File: src/rtl/lkv_pkg.sv
// Shared constants and types for the LRU key-value cache.
// No dependencies; imported by lru_key_value_cache.
package lkv_pkg;

  localparam int MAX_ENTRIES = 16;
  localparam int IDX_W       = $clog2(MAX_ENTRIES);
  localparam int CNT_W       = $clog2(MAX_ENTRIES + 1);
  localparam int CAP_W       = 5;
  localparam int CMP_W       = (CAP_W > CNT_W) ? CAP_W : CNT_W;
  localparam int KEY_W       = 32;
  localparam int VAL_W       = 32;
  localparam int ADDR_W      = 3;
  localparam int APB_W       = 32;

  localparam logic [CAP_W-1:0]  CAP_RESET = CAP_W'(16);
  localparam logic [ADDR_W-1:0] ADDR_CAP  = ADDR_W'(0);
  localparam logic [VAL_W-1:0]  MISS_VAL  = '1;
  localparam logic              REQ_GET   = 1'b0;
  localparam logic              REQ_PUT   = 1'b1;

  typedef logic [IDX_W-1:0] idx_t;
  typedef logic [CNT_W-1:0] cnt_t;
  typedef logic [KEY_W-1:0] key_t;
  typedef logic [VAL_W-1:0] val_t;

endpackage

File: src/rtl/lru_key_value_cache.sv
// Fully associative key-value cache with LRU replacement, 16 register entries.
// Path: an accepted input word goes to the input reg, then its result goes to the result reg.
// Throughput: one word per cycle while out_tready allows; key compare, slot pick and rank update run in the same cycle.
// Reset (rst_n, sync): all entries invalid, ranks and occupancy zero, capacity 16.
// Depends on lkv_pkg.
module lru_key_value_cache
  import lkv_pkg::*;
(
  input  logic              clk,
  input  logic              rst_n,
  input  logic              in_tvalid,
  output logic              in_tready,
  input  logic [63:0]       in_tdata,   // [31:0] key, [63:32] put_value
  input  logic              in_tuser,   // [0] req_type
  output logic              out_tvalid,
  input  logic              out_tready,
  output logic [31:0]       out_tdata,  // [31:0] read_value
  output logic              out_tuser,  // [0] found
  input  logic              cfg_psel,
  input  logic              cfg_penable,
  input  logic              cfg_pwrite,
  input  logic [ADDR_W-1:0] cfg_paddr,
  input  logic [APB_W-1:0]  cfg_pwdata,
  output logic [APB_W-1:0]  cfg_prdata,
  output logic              cfg_pready
);

  logic [CAP_W-1:0] cap_r;

  logic             in_v_r;
  logic             in_put_r;
  key_t             in_key_r;
  val_t             in_val_r;

  logic             out_v_r;
  logic             out_found_r;
  val_t             out_val_r;

  key_t             keys_r  [MAX_ENTRIES];
  val_t             vals_r  [MAX_ENTRIES];
  logic             valid_r [MAX_ENTRIES];
  idx_t             rank_r  [MAX_ENTRIES];
  cnt_t             occ_r;

  logic             valid_nxt [MAX_ENTRIES];
  idx_t             rank_nxt  [MAX_ENTRIES];
  cnt_t             occ_nxt;

  logic             adv;
  logic             go;
  logic             hit;
  idx_t             hit_idx;
  idx_t             free_idx;
  idx_t             vic_idx;
  idx_t             slot;
  logic             room;
  logic             insert;
  logic             touch;
  cnt_t             old_rank;
  cnt_t             last_rank;
  logic [CMP_W-1:0] cap_eff;
  logic [CMP_W-1:0] cap_ext;

  assign adv       = !out_v_r || out_tready;
  assign go        = in_v_r && adv;
  assign in_tready = !in_v_r || adv;

  assign out_tvalid = out_v_r;
  assign out_tdata  = out_val_r;
  assign out_tuser  = out_found_r;

  assign cfg_pready  = 1'b1;
  assign cfg_prdata  = (cfg_paddr == ADDR_CAP) ? APB_W'(cap_r) : '0;

  // effective capacity: clamp to 1 .. MAX_ENTRIES
  assign cap_ext = CMP_W'(cap_r);
  always_comb begin
    if (cap_ext == '0) begin
      cap_eff = CMP_W'(1);
    end else if (cap_ext > CMP_W'(MAX_ENTRIES)) begin
      cap_eff = CMP_W'(MAX_ENTRIES);
    end else begin
      cap_eff = cap_ext;
    end
  end

  assign room      = CMP_W'(occ_r) < cap_eff;
  assign last_rank = occ_r - CNT_W'(1);

  // lookup, free slot and victim search
  always_comb begin
    hit      = 1'b0;
    hit_idx  = '0;
    free_idx = '0;
    vic_idx  = '0;
    for (int i = MAX_ENTRIES - 1; i >= 0; i--) begin
      if (valid_r[i] && keys_r[i] == in_key_r) begin
        hit     = 1'b1;
        hit_idx = IDX_W'(i);
      end
      if (!valid_r[i]) begin
        free_idx = IDX_W'(i);
      end
      if (valid_r[i] && rank_r[i] == last_rank[IDX_W-1:0]) begin
        vic_idx = IDX_W'(i);
      end
    end
  end

  assign insert = in_put_r && !hit && room;
  assign touch  = hit || in_put_r;
  assign slot   = hit ? hit_idx : (room ? free_idx : vic_idx);

  always_comb begin
    if (hit) begin
      old_rank = CNT_W'(rank_r[hit_idx]);
    end else if (room) begin
      old_rank = occ_r;
    end else begin
      old_rank = last_rank;
    end
  end

  always_comb begin
    occ_nxt = occ_r;
    for (int i = 0; i < MAX_ENTRIES; i++) begin
      valid_nxt[i] = valid_r[i];
      rank_nxt[i]  = rank_r[i];
    end
    if (go && touch) begin
      for (int i = 0; i < MAX_ENTRIES; i++) begin
        if (valid_r[i] && CNT_W'(rank_r[i]) < old_rank) begin
          rank_nxt[i] = rank_r[i] + IDX_W'(1);
        end
        if (idx_t'(i) == slot) begin
          rank_nxt[i]  = '0;
          valid_nxt[i] = 1'b1;
        end
      end
      if (insert) begin
        occ_nxt = occ_r + CNT_W'(1);
      end
    end
  end

  // control state
  always_ff @(posedge clk) begin
    if (!rst_n) begin
      cap_r   <= CAP_RESET;
      in_v_r  <= 1'b0;
      out_v_r <= 1'b0;
      occ_r   <= '0;
      for (int i = 0; i < MAX_ENTRIES; i++) begin
        valid_r[i] <= 1'b0;
        rank_r[i]  <= '0;
      end
    end else begin
      if (cfg_psel && cfg_penable && cfg_pwrite && cfg_pready && cfg_paddr == ADDR_CAP) begin
        cap_r <= cfg_pwdata[CAP_W-1:0];
      end
      if (in_tready) begin
        in_v_r <= in_tvalid;
      end
      if (adv) begin
        out_v_r <= in_v_r;
      end
      occ_r <= occ_nxt;
      for (int i = 0; i < MAX_ENTRIES; i++) begin
        valid_r[i] <= valid_nxt[i];
        rank_r[i]  <= rank_nxt[i];
      end
    end
  end

  // payload
  always_ff @(posedge clk) begin
    if (in_tready && in_tvalid) begin
      in_put_r <= in_tuser;
      in_key_r <= in_tdata[KEY_W-1:0];
      in_val_r <= in_tdata[KEY_W+VAL_W-1:KEY_W];
    end
    if (go) begin
      out_found_r <= hit;
      if (in_put_r == REQ_PUT) begin
        out_val_r <= '0;
      end else if (hit) begin
        out_val_r <= vals_r[hit_idx];
      end else begin
        out_val_r <= MISS_VAL;
      end
      if (in_put_r == REQ_PUT) begin
        keys_r[slot] <= in_key_r;
        vals_r[slot] <= in_val_r;
      end
    end
  end

`ifndef NO_ASSERTIONS
  logic [CNT_W-1:0] valid_cnt;
  always_comb begin
    valid_cnt = '0;
    for (int i = 0; i < MAX_ENTRIES; i++) begin
      valid_cnt = valid_cnt + CNT_W'(valid_r[i]);
    end
  end

  a_occ_matches_valid: assert property (@(posedge clk) disable iff (!rst_n)
    valid_cnt == occ_r)
    else $error("occupancy count disagrees with valid entries");

  a_occ_bounded: assert property (@(posedge clk) disable iff (!rst_n)
    occ_r <= CNT_W'(MAX_ENTRIES))
    else $error("occupancy above entry count");

  a_insert_grows: assert property (@(posedge clk) disable iff (!rst_n)
    go && insert |=> occ_r == $past(occ_r) + CNT_W'(1))
    else $error("put miss with room did not add an entry");

  a_get_miss_value: assert property (@(posedge clk) disable iff (!rst_n)
    go && in_put_r == REQ_GET && !hit |=> out_v_r && !out_found_r && out_val_r == MISS_VAL)
    else $error("get miss result wrong");

  a_no_touch_on_get_miss: assert property (@(posedge clk) disable iff (!rst_n)
    go && in_put_r == REQ_GET && !hit |=> $stable(occ_r))
    else $error("get miss changed occupancy");
`endif

endmodule

File: config.mk
export PLATFORM = sky130hd
export DESIGN_NAME = lru_key_value_cache
export DESIGN_NICKNAME = d
export VERILOG_FILES = /design/src/rtl/lkv_pkg.sv /design/src/rtl/lru_key_value_cache.sv
export SDC_FILE = /design/constraint.sdc
export NUM_CORES = 2
export LEC_CHECK = 0
export ABC_CLOCK_PERIOD_IN_PS = 10350
export BUFFER_PORTS_ARGS = -buffer_cell sky130_fd_sc_hd__buf_2
export CELL_PAD_IN_SITES_DETAIL_PLACEMENT = 0
export CELL_PAD_IN_SITES_GLOBAL_PLACEMENT = 2
export CORE_MARGIN = 2
export CORE_UTILIZATION = 47
export DETAILED_ROUTE_END_ITERATION = 10
export PLACE_DENSITY = 0.89
export SYNTH_ARGS = -nofsm -noshare
export SYNTH_HDL_FRONTEND = slang
export SYNTH_SLANG_ARGS = --single-unit
File: constraint.sdc
create_clock -name clk -period 10.35 [get_ports clk]
set_input_delay 1.035 -clock clk [delete_from_list [all_inputs] [get_ports clk]]
set_output_delay 1.035 -clock clk [all_outputs]
set_load 0.01 [all_outputs]
Word-level counts from Yosys, hierarchy flattened:

Memories as Yosys holds them, arrays and structs flattened.
Cells that the tools add are included.

* add/sub/neg operators: 18
* $lt $le $gt $ge: 18
* equality and inequality tests: 47
* multiplexer cells: 159
* bitwise logic cells: 32
* reductions and logical operators: 66

Operator list (count)
* $eq A32 B32 Y1: 16
* $mux W4: 98
* $lt A4 B5 Y1: 16
* $add A4 B1 Y4 const B: 16
* $eq A4 B4 Y1: 16
* $mux W64: 1
* $logic_and A1 B1 Y1: 56
* $mux W1: 53
* $eq A4 B4 Y1 const A: 8
* $mux W32: 1
* $or A1 B1 Y1: 32
* $mux W5: 5
* $eq A3 B4 Y1 const A: 4
* $mux W16: 1
* $eq A2 B4 Y1 const A: 2
* $add A5 B1 Y5 const B: 1
* $gt A5 B5 Y1 const B: 1
* $logic_not A5 Y1: 1
* $lt A5 B5 Y1: 1
* $sub A5 B1 Y5 const B: 1
* $eq A1 B4 Y1 const A: 1
* $logic_not A4 Y1: 1
* $logic_not A1 Y1: 3
* $logic_not A3 Y1: 1
* other kinds (2): 4

* flip-flop bits (word level): 110
* RAM bits: 1104
* input port bits: 107
* output and inout port bits: 68
* word-level logic and storage cells: 353
* memories: 4

Memory list
* keys_r: depth 16, width 32, read ports 16, clocked after memory_dff 0, wr ports 1, line lru_key_value_cache.sv:39 `key_t keys_r [MAX_ENTRIES];`
* vals_r: depth 16, width 32, read ports 1, clocked after memory_dff 0, wr ports 1, line lru_key_value_cache.sv:40 `val_t vals_r [MAX_ENTRIES];`
* rank_r: depth 16, width 4, read ports 17, clocked after memory_dff 0, wr ports 16, line lru_key_value_cache.sv:42 `idx_t rank_r [MAX_ENTRIES];`
* valid_r: depth 16, width 1, read ports 16, clocked after memory_dff 0, wr ports 16, line lru_key_value_cache.sv:41 `logic valid_r [MAX_ENTRIES];`

Longest topological paths before layout:

An unclocked memory read counts as a cell.

* depth after elaboration: 27
* depth in mapped cells: 27
* depth with buffers taken out: 22

Least setup slack after synthesis:

No wires, ideal clock.

* path kind: flip-flop to flip-flop
* start point: reg in_key_r[26]
* end point: mem keys_r[8][0] in the netlist's numbering, enable pin
* data arrival time: 6.106 ns
* required time: 9.863 ns
* path slack: 3.757 ns
* stages on the path, launching flop included: 15
* clock period less this slack: 6.593 ns
* path through: edfxtp_1 > buf_2 > buf_2 > xnor2_1 > nand2_1 > or3_1 > or4_1 > a21oi_1 > o221ai_1 > a21boi_0 > o21ai_0 > nand2b_1 > a21oi_1 > nand2_1 > nor2_1

* word-level cells in the longest chain between the ends: 19
* elaborated cells on any way between the ends: 65
* those cells by class: eq/ne (16); mux (33); reduce/logical (16)

Ends and longest elaborated chain
* start: declaration: line lru_key_value_cache.sv:32 `key_t in_key_r;`
* start signal: assignment: line lru_key_value_cache.sv:179 `in_key_r <= in_tdata[KEY_W-1:0];`
* $eq A32 B32 Y1: line lru_key_value_cache.sv:97 `if (valid_r[i] && keys_r[i] == in_key_r) begin`
* $logic_and A1 B1 Y1: line lru_key_value_cache.sv:97
* $mux W4 or $mux W1 (tied branches) (16 in a row): line lru_key_value_cache.sv:97
* $mux W4 (*): line lru_key_value_cache.sv:112 `assign slot = hit ? hit_idx : (room ? free_idx : vic_idx);`
* end: declaration: line lru_key_value_cache.sv:39

Every way passes the cells marked *; elsewhere a longest branch is shown, timed or not.

==> metrics.cfg <==
[outcome]
run_status = finished, final reports clean

[clock_tree]
cts_tree = built
post_cts.resized_instances = 0
worst_setup_hold_path_clk_slew_ns = 0.07
cts_max_level = 4
clkLatencyLatePin_ns = 0.75
postCtsSetupBuffers = 0
cts_hold_buffers = 0
ctsLongestPathBuffers = 3
cts.sinks = 1214
ctsRootBufferMaster = clkbuf_16
cts_made_buffers = 131

[synthesis]
post_synth_most_frequent_cells = 1123 x edfxtp_1, 458 x xor2_1, 226 x nor2_1
postSynth.topFlopCell = edfxtp_1
synth-async-reset-ratio_pct = 0
synth_largest_area_cell = edfxtp_1
synthesis.instances = 3893
yosysTopAreaCellShare_pct = 61.7
synth.cell_area_sq_mm = 0.0547
register_bit_count_reported_by_yosys = 1214
edff_count_synth = 1123
avgSynthCellArea_sq_um = 14.0
yosysUniqueCellTypes = 80
synth.most_common_cell = edfxtp_1
synth_seq_area_share_pct = 65.0
ys_top_cells_by_area = edfxtp_1 62%, xor2_1 7.3%, dfxtp_1 3.3%, mux2_2 2.9%, mux2i_1 2.8%
total_of_warnings_raised_by_yosys = 0

[timing]
tns_ns = 0
setup_violations = 0
finalCritPeriodShare_pct = 74.4
max_freq_ghz = 0.130
layout_min_cycle_time_ns = 7.70
worst_clock_skew_ns = 0.0428
finalHoldViolCount = 0
slew_violations = 0
worst_slew_margin_rel_pct = 27.1
tightest_slew_ns = 1.08
rsz0062_at_grt = false

[critical_path]
cpMostUsedCell = a21oi_1
critPathCaptureType = flop
timing.critical_path.from = in_key_r[7]$_DFFE_PP_
classification_of_the_worst_setup_path = flop to flop
critical_path_required_ns = 10.98
max_fanout_on_critical_path = 173
kind_of_start_point_of_the_critical_path = flop
timing.critical_path.arrival_ns = 8.33
crit_path_max_incr_delay_ns = 0.84
critical_path.reg2reg.startpoint = in_key_r[7]$_DFFE_PP_
critical_path.slowest_cell = nor3_1

[pwr]
power.switching_mw = 2.28
seq_power_share_pct = 52.0
switching_share_pct = 21.7
static_leak_nw = 20.5
internal-power_mw = 8.20
clockPowerShare_pct = 44.2
combinationalPowerShare_pct = 3.8
power_per_unit_of_standard_cell_area_mw_per_mm2 = 171
ir_worst_vdd_uv = 149

[global_routing]
grt_remaining_overflow = 0
grt.total_usage_pct = 23.1
grt_pass1_wl_um = 207000
number_of_antenna_violations_at_the_first_check_in_global_routing = 2
grt_pass1_vias = 32400
grt_start_max_net_pins = 174

[placement]
io_buffer_count = 119
gp_congestion = 0.861
hpwlAfterDp_um = 81600
placed_cell_area_sq_mm = 0.0571

[die]
floorplan.io_pins = 175
std_cell_rows = 125
floorplan.initialDensity_pct = 47.2
die-width_um = 345
core_area_sq_mm = 0.116
dieHeight_um = 345
fp.dieArea_sq_mm = 0.119

[finish]
syn_to_final_growth_pct = 12.2
finish.instance_area_sq_mm = 0.0613
final_nets = 4222
final_layout_size_suffix_gt1_share_pct = 14.1

[drt]
route.detailed.drc = 0
detailroute.via_count = 33500
postRouteWirelength_um = 140000
drt-pass1-iter-count = 6
antenna_left = 0
detail_route.iter0.violations = 3222
route.detailed.vias_per_inst = 5.90
routedWlPerCell_um = 24.7

[worst_hold_path]
hold_path_startpoint = in_tuser
worstHoldPathType = input pin to flop

[flow_run]
max_cap_viol_count = 0

power groups by stage:
stage	Clock, mW	Combinational (mW)	Sequential [mW]
after floorplan	0	0.243	5.54
after global placement	0	0.394	5.54
after detailed placement	0	0.397	5.55
after CTS	4.70	0.400	5.44
after global routing	4.89	0.431	5.45
final	4.63	0.401	5.44
layout by cell type, fill, tap and decap left out, types with 70 or more instances in the layout:
master	n
nand2_1	99
a21oi_1	191
dfxtp_1	91
nor2_1	208
nor4_1	186
mux2_2	141
xnor2_1	108
nand4_1	75
buf_2	119
ha_1	70
xor2_1	458
clkbuf_16	133
mux2i_1	152
edfxtp_1	1123
buf_4	89
nand3_1	110
a211oi_1	80
path summary, 6_finish.rpt:
check,end,slack (ns),cells past startpoint
worst max-delay path,rank_r[0][0]$_SDFFE_PN0P_,2.65,25
worst min register to register,cap_ext[0]$_SDFFE_PN0P_,0.54,2
worst min-delay path,in_put_r$_DFFE_PP_,0.46,1
worst max register to register,rank_r[0][0]$_SDFFE_PN0P_,2.65,25
through the flow:
| stage | instances | hold slack, ns | setup WS [ns] | power [mW] | util [%] |
|---|---|---|---|---|---|
| after global routing | 5673 | 0.433 | 2.20 | 10.8 | 53.0 |
| after CTS | 5673 | 0.415 | 2.71 | 10.5 | 53.0 |
| after global placement | 5436 | 0.527 | 2.73 | 5.94 | 49.3 |
| after detailed placement | 5436 | 0.536 | 2.77 | 5.94 | 49.3 |
| final | 5674 | 0.462 | 2.65 | 10.5 | 53.0 |
| after floorplan | 3919 | 0.475 | 3.76 | 5.78 | - |
routing by layer:
layer | part of all wire, % | up-vias | global-route usage, %
met2 | 46 | 1226 | 36.5
met5 | 0 | - | 0
met1 | 45 | 16800 | 33.1
met3 | 6.6 | 243 | 3.19
li1 | - | 15200 | -
met4 | 2.7 | 0 | 7.47
registers in the layout, summed over array words and instances (netlist names):
signal and flops:
cap_ext 5, in_key_r 32, in_put_r 1, in_v_r 1
in_val_r 32, keys_r 512, occ_r 5, out_tdata 32
out_tuser 1, out_tvalid 1, rank_r 64, valid_r 16
vals_r 512
kinds of logic after synthesis:
group                      after synthesis  synth area share (%)
other                                    2                0.0137
and+or+nand+nor                        965                  9.48
AOI/OAI and AO/OA                      511                  6.20
muxes                                  294                  5.72
adders and majority gates               70                  1.60
DFF                                   1214                  65.0
buffers and inverters                  257                  2.31
xor gates and xnor gates               580                  9.65
worst max-delay path: cells and delay by family (launching register included):
kind	cells	cell delay, ns
xor gates and xnor gates	1	0.14
AOI/OAI and AO/OA	13	3.39
adders and majority gates	1	0.32
buffers and inverters	3	1.18
DFF	1	0.83
and+or+nand+nor	7	1.67
cell type report:
cell class | count | area [sq um]
Antenna cell | 1 | 2.50
Clock buffer | 163 | 3480
Clock inverter | 74 | 788
Fill cell | 9461 | 54400
Inverter | 39 | 146
Multi-Input combinational cell | 2448 | 18100
Sequential cell | 1214 | 35500
Tap cell | 1524 | 1910
Timing Repair Buffer | 211 | 1320
No activity file was read; power rests on OpenSTA's default activity.
